### config.mk
export PLATFORM = sky130hd
export DESIGN_NAME = stream_min_max_mean_std
export DESIGN_NICKNAME = d
export VERILOG_FILES = /design/src/hdl/smms_pkg.sv /design/src/hdl/stream_min_max_mean_std.sv /design/src/hdl/smms_ctrl.sv /design/src/hdl/smms_dp.sv
export SDC_FILE = /design/constraint.sdc
export NUM_CORES = 2
export LEC_CHECK = 0
export BUFFER_PORTS_ARGS = -buffer_cell sky130_fd_sc_hd__buf_2
export CAP_MARGIN = 20
export CELL_PAD_IN_SITES_DETAIL_PLACEMENT = 1
export CELL_PAD_IN_SITES_GLOBAL_PLACEMENT = 2
export CORE_MARGIN = 1
export CORE_UTILIZATION = 39
export DETAILED_ROUTE_END_ITERATION = 8
export GPL_TIMING_DRIVEN = 1
export PLACE_DENSITY_LB_ADDON = 0.1
export RECOVER_POWER = 25
export SLEW_MARGIN = 10
export SYNTH_ARGS = -nofsm -noshare
export SYNTH_HDL_FRONTEND = slang
export SYNTH_HIERARCHICAL = 1
export SYNTH_SLANG_ARGS = --single-unit
### constraint.sdc
create_clock -name clk -period 14.2 [get_ports clk]
set_clock_uncertainty 0.05 [all_clocks]
set_input_delay 4.26 -clock clk [delete_from_list [all_inputs] [get_ports clk]]
set_output_delay 4.26 -clock clk [all_outputs]
set_load 0.03 [all_outputs]
### src/hdl/smms_pkg.sv
// ----------------------------------------------------------------------------
// smms_pkg
// Shared types and fixed field widths for the streaming run statistics block.
// ----------------------------------------------------------------------------
`default_nettype none

package smms_pkg;

	localparam int SAMPLE_W = 16;
	localparam int MINMAX_W = 16;
	localparam int MEAN_W   = 24;
	localparam int STD_W    = 24;
	localparam int TOTAL_W  = 13;

	typedef struct packed {
		logic signed [SAMPLE_W-1:0] sample;
		logic                       last_sample;
	} data_t;

	typedef struct packed {
		logic signed [MINMAX_W-1:0] min_value;
		logic signed [MINMAX_W-1:0] max_value;
		logic signed [MEAN_W-1:0]   mean_q8;
		logic [STD_W-1:0]           std_q8;
		logic [TOTAL_W-1:0]         sample_total;
		logic                       overflow_flag;
	} result_t;

	typedef enum logic [2:0] {
		OP_IDLE     = 3'd0,
		OP_MUL_NSQ  = 3'd1,
		OP_MUL_SS   = 3'd2,
		OP_MUL_NN   = 3'd3,
		OP_DIV_MEAN = 3'd4,
		OP_DIV_VAR  = 3'd5,
		OP_SQRT     = 3'd6
	} op_t;

	typedef struct packed {
		op_t  op;
		logic load;
		logic step;
		logic acc;
		logic out_load;
	} cmd_t;

	typedef struct packed {
		logic out_full;
	} sts_t;

endpackage

`default_nettype wire

### src/hdl/stream_min_max_mean_std.sv
// Takes one data word per cycle while a run accumulates.
// After the word marked last come a flush state, the multiply, divide and root
// steps and an output state that loads the result; data stalls until it is loaded.
// The result register holds one word, so the next run accumulates while it waits.
// Asynchronous active-low reset clears the run and drops any held result.
// ----------------------------------------------------------------------------
// stream_min_max_mean_std
// Running minimum, maximum, mean and population standard deviation per run.
// ----------------------------------------------------------------------------
`default_nettype none

module stream_min_max_mean_std #(
	parameter int SAMPLE_BITS   = 16,
	parameter int MAX_SAMPLES   = 4096,
	parameter int FRACTION_BITS = 8
) (
	input  wire logic          clk,
	input  wire logic          arst_n,
	input  wire logic          data_valid,
	output logic               data_stall,
	input  smms_pkg::data_t    data,
	output logic               result_valid,
	input  wire logic          result_stall,
	output smms_pkg::result_t  result
);
	import smms_pkg::*;

	cmd_t cmd;
	sts_t sts;

	smms_ctrl #(
		.SAMPLE_BITS  (SAMPLE_BITS),
		.MAX_SAMPLES  (MAX_SAMPLES),
		.FRACTION_BITS(FRACTION_BITS)
	) u_ctrl (
		.clk        (clk),
		.arst_n     (arst_n),
		.data_valid (data_valid),
		.last_sample(data.last_sample),
		.data_stall (data_stall),
		.sts        (sts),
		.cmd        (cmd)
	);

	smms_dp #(
		.SAMPLE_BITS  (SAMPLE_BITS),
		.MAX_SAMPLES  (MAX_SAMPLES),
		.FRACTION_BITS(FRACTION_BITS)
	) u_dp (
		.clk         (clk),
		.arst_n      (arst_n),
		.data        (data),
		.cmd         (cmd),
		.sts         (sts),
		.result      (result),
		.result_valid(result_valid),
		.result_stall(result_stall)
	);

endmodule

`default_nettype wire

### src/hdl/smms_ctrl.sv
// ----------------------------------------------------------------------------
// smms_ctrl
// Sequencer: accumulation, then the end-of-run multiply, divide and root steps.
// ----------------------------------------------------------------------------
`default_nettype none

module smms_ctrl #(
	parameter int SAMPLE_BITS   = 16,
	parameter int MAX_SAMPLES   = 4096,
	parameter int FRACTION_BITS = 8
) (
	input  wire logic          clk,
	input  wire logic          arst_n,
	input  wire logic          data_valid,
	input  wire logic          last_sample,
	output logic               data_stall,
	input  smms_pkg::sts_t     sts,
	output smms_pkg::cmd_t     cmd
);
	import smms_pkg::*;

	localparam int CW   = $clog2(MAX_SAMPLES + 1);
	localparam int SUMW = SAMPLE_BITS + CW;
	localparam int MW   = SUMW + FRACTION_BITS;
	localparam int NUMW = 2 * SUMW;
	localparam int DIVW = NUMW + 2 * FRACTION_BITS;
	localparam int RW   = (DIVW + 1) / 2;
	localparam int CNTW = $clog2(DIVW + 1);

	typedef enum logic [8:0] {
		S_ACC      = 9'b000000001,
		S_FLUSH    = 9'b000000010,
		S_MUL_NSQ  = 9'b000000100,
		S_MUL_SS   = 9'b000001000,
		S_MUL_NN   = 9'b000010000,
		S_DIV_MEAN = 9'b000100000,
		S_DIV_VAR  = 9'b001000000,
		S_SQRT     = 9'b010000000,
		S_OUT      = 9'b100000000
	} state_t;

	state_t          state_q, state_d, nxt;
	logic [CNTW-1:0] cnt_q, cnt_d, limit;
	logic            iter, accept;

	assign accept     = data_valid && (state_q == S_ACC);
	assign data_stall = (state_q != S_ACC);

	always_comb begin
		state_d      = state_q;
		cnt_d        = cnt_q;
		nxt          = S_ACC;
		limit        = '0;
		iter         = 1'b0;
		cmd.op       = OP_IDLE;
		cmd.load     = 1'b0;
		cmd.step     = 1'b0;
		cmd.acc      = accept;
		cmd.out_load = 1'b0;
		unique case (state_q)
			S_ACC: begin
				if (accept && last_sample) begin
					state_d = S_FLUSH;
				end
			end
			S_FLUSH: begin
				state_d = S_MUL_NSQ;
			end
			S_MUL_NSQ: begin
				cmd.op = OP_MUL_NSQ;
				limit  = CNTW'(CW);
				nxt    = S_MUL_SS;
				iter   = 1'b1;
			end
			S_MUL_SS: begin
				cmd.op = OP_MUL_SS;
				limit  = CNTW'(SUMW);
				nxt    = S_MUL_NN;
				iter   = 1'b1;
			end
			S_MUL_NN: begin
				cmd.op = OP_MUL_NN;
				limit  = CNTW'(CW);
				nxt    = S_DIV_MEAN;
				iter   = 1'b1;
			end
			S_DIV_MEAN: begin
				cmd.op = OP_DIV_MEAN;
				limit  = CNTW'(MW);
				nxt    = S_DIV_VAR;
				iter   = 1'b1;
			end
			S_DIV_VAR: begin
				cmd.op = OP_DIV_VAR;
				limit  = CNTW'(DIVW);
				nxt    = S_SQRT;
				iter   = 1'b1;
			end
			S_SQRT: begin
				cmd.op = OP_SQRT;
				limit  = CNTW'(RW);
				nxt    = S_OUT;
				iter   = 1'b1;
			end
			S_OUT: begin
				if (!sts.out_full) begin
					cmd.out_load = 1'b1;
					state_d      = S_ACC;
				end
			end
			default: begin
				state_d = S_ACC;
			end
		endcase
		// count 0 loads operands, counts 1..limit step the unit
		if (iter) begin
			cmd.load = (cnt_q == '0);
			cmd.step = (cnt_q != '0);
			if (cnt_q == limit) begin
				cnt_d   = '0;
				state_d = nxt;
			end else begin
				cnt_d = cnt_q + CNTW'(1);
			end
		end
	end

	always_ff @(posedge clk or negedge arst_n) begin
		if (!arst_n) begin
			state_q <= S_ACC;
			cnt_q   <= '0;
		end else begin
			state_q <= state_d;
			cnt_q   <= cnt_d;
		end
	end

	a_last_flush: assert property (@(posedge clk) disable iff (!arst_n)
		(data_valid && !data_stall && last_sample) |=> (state_q == S_FLUSH))
		else $error("last word did not start the end-of-run sequence");

	a_out_free: assert property (@(posedge clk) disable iff (!arst_n)
		cmd.out_load |-> !sts.out_full)
		else $error("result overwritten while held");

	a_cnt_range: assert property (@(posedge clk) disable iff (!arst_n)
		(cnt_q <= CNTW'(DIVW)) && ((cnt_q == '0) || iter))
		else $error("step counter out of range");

endmodule

`default_nettype wire

### src/hdl/smms_dp.sv
// ----------------------------------------------------------------------------
// smms_dp
// Datapath: run accumulators, shift-add multiplier, restoring divider,
// bit-pair square root and the result register.
// ----------------------------------------------------------------------------
`default_nettype none

module smms_dp #(
	parameter int SAMPLE_BITS   = 16,
	parameter int MAX_SAMPLES   = 4096,
	parameter int FRACTION_BITS = 8
) (
	input  wire logic          clk,
	input  wire logic          arst_n,
	input  smms_pkg::data_t    data,
	input  smms_pkg::cmd_t     cmd,
	output smms_pkg::sts_t     sts,
	output smms_pkg::result_t  result,
	output logic               result_valid,
	input  wire logic          result_stall
);
	import smms_pkg::*;

	localparam int SW   = SAMPLE_BITS;
	localparam int EXTW = (SW > SAMPLE_W) ? SW : SAMPLE_W;
	localparam int CW   = $clog2(MAX_SAMPLES + 1);
	localparam int SUMW = SW + CW;
	localparam int SQW  = 2 * SW + CW;
	localparam int NUMW = 2 * SUMW;
	localparam int DENW = 2 * CW;
	localparam int DIVW = NUMW + 2 * FRACTION_BITS;
	localparam int RW   = (DIVW + 1) / 2;
	localparam int VW   = 2 * RW;
	localparam logic [CW-1:0] MAXC = CW'(MAX_SAMPLES);

	// run accumulators
	logic signed [SW-1:0]   min_q, max_q;
	logic signed [SUMW-1:0] sum_q;
	logic [SQW-1:0]         sumsq_q;
	logic [CW-1:0]          count_q;
	logic                   ovf_q;
	logic [2*SW-1:0]        sq_s1;
	logic                   sq_vld_s1;

	logic [EXTW-1:0]        raw_ext;
	logic signed [SW-1:0]   s;
	logic signed [2*SW-1:0] sq_full;
	logic                   full, take;
	logic [SUMW-1:0]        sum_abs;

	// end-of-run units
	logic [NUMW-1:0]        ma_q, mp_q, num_q;
	logic [SUMW-1:0]        mb_q;
	logic [DENW-1:0]        den_q, dvs_q, rem_q;
	logic [DIVW-1:0]        quo_q;
	logic [MEAN_W-1:0]      mean_q, mean_mag;
	logic [VW-1:0]          rad_q;
	logic [RW+1:0]          srem_q;
	logic [RW-1:0]          root_q;

	logic [DENW:0]          div_sh, div_diff;
	logic                   div_ge;
	logic [RW+3:0]          sq_t, sq_trial, sq_diff;
	logic                   sq_ge;
	logic                   is_mul, is_div;

	result_t                result_q;
	logic                   result_valid_q;

	assign raw_ext  = EXTW'($unsigned(data.sample));
	assign s        = $signed(raw_ext[SW-1:0]);
	assign sq_full  = s * s;
	assign full     = (count_q == MAXC);
	assign take     = cmd.acc && !full;
	assign sum_abs  = sum_q[SUMW-1] ? $unsigned(-sum_q) : $unsigned(sum_q);

	assign is_mul   = (cmd.op == OP_MUL_NSQ) || (cmd.op == OP_MUL_SS) ||
	                  (cmd.op == OP_MUL_NN);
	assign is_div   = (cmd.op == OP_DIV_MEAN) || (cmd.op == OP_DIV_VAR);

	assign div_sh   = {rem_q, quo_q[DIVW-1]};
	assign div_ge   = (div_sh >= {1'b0, dvs_q});
	assign div_diff = div_sh - {1'b0, dvs_q};

	assign sq_t     = {srem_q, rad_q[VW-1 -: 2]};
	assign sq_trial = {2'b00, root_q, 2'b01};
	assign sq_ge    = (sq_t >= sq_trial);
	assign sq_diff  = sq_t - sq_trial;

	assign mean_mag = MEAN_W'(quo_q);

	// accumulators and control flags
	always_ff @(posedge clk or negedge arst_n) begin
		if (!arst_n) begin
			count_q   <= '0;
			ovf_q     <= 1'b0;
			sum_q     <= '0;
			sumsq_q   <= '0;
			sq_vld_s1 <= 1'b0;
		end else begin
			sq_vld_s1 <= take;
			if (cmd.out_load) begin
				count_q <= '0;
				ovf_q   <= 1'b0;
				sum_q   <= '0;
				sumsq_q <= '0;
			end else begin
				if (cmd.acc) begin
					if (full) begin
						ovf_q <= 1'b1;
					end else begin
						count_q <= count_q + CW'(1);
						sum_q   <= sum_q + SUMW'(s);
					end
				end
				if (sq_vld_s1) begin
					sumsq_q <= sumsq_q + SQW'(sq_s1);
				end
			end
		end
	end

	always_ff @(posedge clk) begin
		sq_s1 <= $unsigned(sq_full);
		if (take) begin
			if (count_q == '0) begin
				min_q <= s;
				max_q <= s;
			end else begin
				if (s < min_q) begin
					min_q <= s;
				end
				if (s > max_q) begin
					max_q <= s;
				end
			end
		end
	end

	// multiply, divide and root; each result is picked up by the next load
	always_ff @(posedge clk) begin
		if (cmd.load) begin
			unique case (cmd.op)
				OP_MUL_NSQ: begin
					ma_q <= NUMW'(sumsq_q);
					mb_q <= SUMW'(count_q);
					mp_q <= '0;
				end
				OP_MUL_SS: begin
					num_q <= mp_q;
					ma_q  <= NUMW'(sum_abs);
					mb_q  <= sum_abs;
					mp_q  <= '0;
				end
				OP_MUL_NN: begin
					num_q <= num_q - mp_q;
					ma_q  <= NUMW'(count_q);
					mb_q  <= SUMW'(count_q);
					mp_q  <= '0;
				end
				OP_DIV_MEAN: begin
					den_q <= DENW'(mp_q);
					dvs_q <= DENW'(count_q);
					rem_q <= '0;
					quo_q <= DIVW'(sum_abs) << (DIVW - SUMW);
				end
				OP_DIV_VAR: begin
					mean_q <= sum_q[SUMW-1] ? (-mean_mag) : mean_mag;
					dvs_q  <= den_q;
					rem_q  <= '0;
					quo_q  <= DIVW'(num_q) << (2 * FRACTION_BITS);
				end
				OP_SQRT: begin
					rad_q  <= VW'(quo_q);
					srem_q <= '0;
					root_q <= '0;
				end
				default: begin
				end
			endcase
		end else if (cmd.step) begin
			if (is_mul) begin
				if (mb_q[0]) begin
					mp_q <= mp_q + ma_q;
				end
				ma_q <= {ma_q[NUMW-2:0], 1'b0};
				mb_q <= {1'b0, mb_q[SUMW-1:1]};
			end
			if (is_div) begin
				rem_q <= div_ge ? div_diff[DENW-1:0] : div_sh[DENW-1:0];
				quo_q <= {quo_q[DIVW-2:0], div_ge};
			end
			if (cmd.op == OP_SQRT) begin
				srem_q <= sq_ge ? sq_diff[RW+1:0] : sq_t[RW+1:0];
				root_q <= {root_q[RW-2:0], sq_ge};
				rad_q  <= {rad_q[VW-3:0], 2'b00};
			end
		end
	end

	// result register
	always_ff @(posedge clk or negedge arst_n) begin
		if (!arst_n) begin
			result_valid_q <= 1'b0;
		end else if (cmd.out_load) begin
			result_valid_q <= 1'b1;
		end else if (!result_stall) begin
			result_valid_q <= 1'b0;
		end
	end

	always_ff @(posedge clk) begin
		if (cmd.out_load) begin
			result_q.min_value     <= MINMAX_W'(min_q);
			result_q.max_value     <= MINMAX_W'(max_q);
			result_q.mean_q8       <= $signed(mean_q);
			result_q.std_q8        <= STD_W'(root_q);
			result_q.sample_total  <= TOTAL_W'(count_q);
			result_q.overflow_flag <= ovf_q;
		end
	end

	assign result       = result_q;
	assign result_valid = result_valid_q;
	assign sts.out_full = result_valid_q && result_stall;

	a_count_cap: assert property (@(posedge clk) disable iff (!arst_n)
		count_q <= MAXC)
		else $error("sample count beyond limit");

	a_ovf_full: assert property (@(posedge clk) disable iff (!arst_n)
		ovf_q |-> full)
		else $error("overflow flagged before the run was full");

	a_div_rem: assert property (@(posedge clk) disable iff (!arst_n)
		(cmd.step && is_div) |-> (rem_q < dvs_q))
		else $error("divider remainder not below divisor");

endmodule

`default_nettype wire

* Yosys cells after proc, flatten, opt, wreduce, memory -nomap -nowiden *
Index checks and enable logic that the tools add are counted.

operators by class
  equality and inequality tests = 25
  $mul = 1
  $lt $le $gt $ge = 4
  div/mod/pow operators = 0
  mux-type cells = 69
  $add $sub $neg = 10
  shift-type cells = 0
  bitwise gates (word level) = 0
  reductions and logical operators = 42

operators with widths
  operator                                          number
  74-bit two-way mux                                7
  58-bit two-way mux                                8
  29-bit two-way mux                                7
  39-bit two-way mux                                5
  58-bit one-hot mux with 3 select lines            1
  37-bit two-way mux                                4
  74-bit one-hot mux with 2 select lines            1
  26-bit two-way mux                                5
  58-bit one-hot mux with 2 select lines            1
  45-bit two-way mux                                2
  16-bit two-way mux                                4
  58-bit adder                                      1
  29-bit one-hot mux with 2 select lines            1
  58-bit subtractor                                 1
  9-bit one-hot mux with 6 select lines             1
  26-bit one-hot mux with 2 select lines            1
  45-bit by 32-bit adder with 45-bit output         1
  41-bit by 39-bit >= comparator with 1-bit output  1
  13-bit two-way mux                                3
  39-bit subtractor                                 1
  9-bit two-way mux                                 4
  9-bit one-hot mux with 4 select lines             1
  16-bit by 16-bit multiplier with 32-bit output    1
  29-bit by 16-bit adder with 29-bit output         1
  47 further kinds                                  88

word-level totals
  output and inout bits = 96
  bits in registers = 793
  bits in latches = 0
  ROM bits = 0
  memory bits (writable) = 0
  logic and storage cells = 180
  input bits = 21
  memories = 0

* Logic depth before layout (Yosys ltp) *
  depth after elaboration = 8
  gate-level depth with buffers = 27
  gate-level depth less buffers = 25

* Modules after synthesis *
Netlist, hierarchy kept.

modules (own cells, without submodules)
  module     times used  sequential area each (um^2)  cells an instance  area each (um^2)
  smms_dp    1           22541.6                      5148               53229.8
  smms_ctrl  1           401.6                        135                1248.7

* Least setup slack after synthesis *
No wires, ideal clock.

  path type = register -> register
  start = register u_ctrl.state_q[2]
  end = register u_dp.rad_q[0] (enable)
  setup slack = 0.920 ns
  clock period less this slack = 13.280 ns
  data required time = 13.307 ns
  arrival = 12.387 ns
  stages on the path, launching flop included = 10
  cells stage by stage = dfrtp_1 > buf_6 > nor4b_1 > a211oi_2 > o21ai_0 > and4_1 > clkbuf_1 > buf_1 > nor2_1 > nor3_1

RTL lines
  what                    line              RTL
  from (decl)             smms_ctrl.sv:42   state_t state_q, state_d, nxt;
  from (signal assigned)  smms_ctrl.sv:133  state_q <= state_d;
  to (signal assigned)    smms_dp.sv:174    rad_q <= VW'(quo_q);
  to (signal assigned)    smms_dp.sv:196    rad_q <= {rad_q[VW-3:0], 2'b00};
  to (decl)               smms_dp.sv:57     logic [VW-1:0] rad_q;

* Final worst setup path *
  start = input data[15] in the netlist's numbering
  end = register u_dp.sq_s1[31]

on the way
  longest elaborated chain between the ends = 1

ends and longest elaborated chain
  what                                            line                           RTL
  from (decl)                                     stream_min_max_mean_std.sv:21  input smms_pkg::data_t data,
  16-bit by 16-bit multiplier with 32-bit output  smms_dp.sv:72                  assign sq_full = s * s;
  net u_dp.sq_full[31]                            smms_dp.sv:47                  logic signed [2*SW-1:0] sq_full;
  to (signal assigned)                            smms_dp.sv:124                 sq_s1 <= $unsigned(sq_full);
  to (decl)                                       smms_dp.sv:42                  logic [2*SW-1:0] sq_s1;

The timed path passes the listed nets, and every way through them passes these cells.
A chain may end at the register's enable or synchronous reset.

==> impl_metrics.toml <==
[clocking]
tritoncts = "done"
clock_latency_ps = 710
postCtsSetupRepairBufs = 0
cts.clk_slew.worst_paths_ps = 60
htreeDepth = 3
clockBufferDepth = 3
cts_buffers = 96
cts.sink_count = 792
cts-resized-gates = 0
cts_hold_buffers = 0
root_buffer = "clkbuf_16"

[routing]
routedWlPerCell_um = 20.79
drt-total-wl_um = 151300
drt_pass1_iterations = 5
drc = 0
drtIter0Drc = 2066
vias = 38960
via_per_inst = 5.354
detail-route-antenna-nets = 0

[sta]
fmax_ghz = 0.09038
rsz0062_at_grt = "false"
setup_viol = 0
relSlewSlack_pct = -167.4
period_share_pct = 77.92
hold_viol = 0
slew_viol_final = 415
setup_ws_ps = 3135
period_needed_ps = 11070
worst_pin_slew_ps = 4011
setup_tns_ps = 0

[logic_synthesis]
synth_cell_types = 105
netlist.area_leader.share_pct = 36.10
synth-seq-area-share_pct = 42.11
syn_nets = 5907
yosysWarnings = 6
synth_edf_count = 655
synth_top_cell_by_area = "edfxtp_1"
synth.area.top_cells = "edfxtp_1, fa_1, ha_1"
syn_inst = 5283
ys_ff_latch = 792
syn-mean-instance-area_um2 = 10.31
async_flop_share_pct = 13.38
synth_area_um2 = 54480
synth-main-ff-cell = "edfxtp_1"

[grt]
grt_max_degree = 152
grt-ovfl-total = 0
antenna_found_initial = 5
grt_use_total_pct = 21.67
grt_pass1_wl_um = 239900
grt_pass1_vias = 41300

[floorplanning]
row_count = 136
initial_core_util_pct = 39.48
die_x_um = 375.8
die_y_um = 375.8
ios = 117
coreArea_um2 = 138000
dieArea_um2 = 141200

[min_path]
min-delay-start = "u_dp/min_q[1]"
hold_path.class = "reg -> reg"

[worst_setup_path]
critPathMaxFanout = 23
end_kind = "flop"
startpoint_type = "primary input"
path_class = "in -> reg"
endpoint = "u_dp/sq_s1[31]"
reg2reg_from = "u_ctrl/state_q[1]"
worstPathRequired_ps = 14770
ff2ff_path_depth = 9
critPathArrivalTime_ps = 11630
r2r-end = "u_dp/mp_q[51]"
rrSetupSlack_ps = 5350
cp-startpoint = "data[15]"

[final_layout]
diodes = 0
nets = 5957
syn_to_final_growth_pct = 10.40
fill_cells = 15160
fin_util_pct = 43.58
ff_latch_area_um2 = 22940
drive_gt1_share_pct = 8.404
multiInputGateArea_um2 = 28510

[placed_design]
gp_congestion = 0.8270
place_hpwl_um = 112400
dp_slack_ps = 2365
io_buffers = 116

[run_status]
violations = "capacitance limit, slew limit"
outcome = "complete, but fails checks"

[power_and_ir_drop]
vdd_drop_max_v = 0.0003980
p_total_mw = 11.23
power-per-cell-area_nw_per_um2 = 186.7
leakage_nw = 25.27

[run]
drv_cap = 10
area by class of cell:
type | instances | share of cell area (%)
multi-input cells | 3687 | 47.40
flip-flops and latches | 792 | 38.15
clock buffers | 116 | 4.152
well taps | 1863 | 3.876
inverters | 600 | 3.747
repair buffers | 156 | 1.446
clock inverters | 63 | 1.229
cells in the final DEF (no fill, tap or decap), types with 104 or more instances in the layout:
cell	instances
o21ai_0	235
edfxtp_1	655
buf_2	114
xnor2_1	195
a21o_1	140
dfrtp_1	104
ha_1	366
inv_1	597
nor2_1	475
xor2_1	112
a21oi_1	344
nand2_1	389
fa_1	237
how the worst min path moves through the flow:
stage	to	slack (ps)	cells after the start
after floorplan	u_dp/result[38]	350	0
after global placement	u_dp/result[43]	350	0
after detailed placement	u_dp/result[60]	360	0
after CTS	u_dp/result[79]	350	0
after global routing	u_dp/result[79]	360	0
final	u_dp/result[79]	360	0
logic make-up after synthesis:
logic type / after synthesis / synth area share (%)
and+or+nand+nor: 1401 / 12.22
AOI/OAI and AO/OA: 1199 / 14.49
buffers and inverters: 804 / 5.631
DFF: 792 / 42.11
adders and majority gates: 603 / 17.11
xor gates and xnor gates: 308 / 4.965
muxes: 176 / 3.463
state kept, by name (all words and copies together), names as in the netlist, 16 cells and up:
register and cells:
u_dp/den_q 26, u_dp/dvs_q 26, u_dp/ma_q 58, u_dp/max_q 16, u_dp/mb_q 29, u_dp/mean_q 24, u_dp/min_q 16, u_dp/mp_q 58
u_dp/num_q 58, u_dp/quo_q 74, u_dp/rad_q 74, u_dp/rem_q 26, u_dp/result 94, u_dp/root_q 37, u_dp/sq_s1 31, u_dp/srem_q 39
u_dp/sum_q 29, u_dp/sumsq_q 45
worst max-delay path: stages:
cell       delay [ps]
buf_2             440
inv_1             220
nor2_1            280
inv_1             100
fa_1              510
inv_1              50
fa_1              500
fa_1              530
fa_1              520
fa_1              540
inv_1              50
fa_1              520
inv_1              40
ha_1              350
a21oi_1           160
o21bai_1           80
a21o_1            170
a21o_1            180
a2111oi_0         850
o22ai_1           250
or4_1             460
a31o_2            240
a21oi_1           170
xnor2_1           140
Yosys cell counts (12+ instances only):
library cell	n
a211oi_1	47
a21o_1	140
a21oi_1	346
a221o_1	19
a221oi_1	17
a22o_1	35
a22oi_1	12
a31oi_1	34
and2_1	71
and3_1	41
buf_1	25
clkbuf_1	165
dfrtp_1	105
dfxtp_1	31
edfxtp_1	655
fa_1	237
ha_1	366
inv_1	598
mux2_2	100
mux2i_1	76
nand2_1	389
nand2b_1	35
nand3_1	78
nand4_1	54
nor2_1	477
nor2b_1	78
nor3_1	47
nor4_1	25
o211ai_1	18
o21a_1	37
o21ai_0	235
o21bai_1	48
o2bb2ai_1	25
o31a_1	13
o31ai_1	42
o41ai_1	17
or2_2	14
or3_1	24
or4_1	14
xnor2_1	195
xor2_1	112
report_power, final:
group	internal, mW	switching, mW
sequential	2.78	0.236
combinational	2.38	3.28
clock	1.48	1.06
stage by stage:
step	area [µm²]	std cells	hold slack (ps)
after floorplan	54480	5283	350.3
after global placement	56980	7096	351.4
after detailed placement	56980	7096	355.7
after CTS	60210	7275	348.5
after global routing	60150	7277	364.5
final	60150	7277	358.8
layer usage:
metal	GRT usage, %	routed length (µm)	vias up
li1	-	-	18750
met1	29.87	71850	19560
met2	35.96	71250	470
met3	2.534	4736	169
met4	5.745	3398	4
met5	0	27	-
Note: power is estimated with default switching activity, not from simulation.
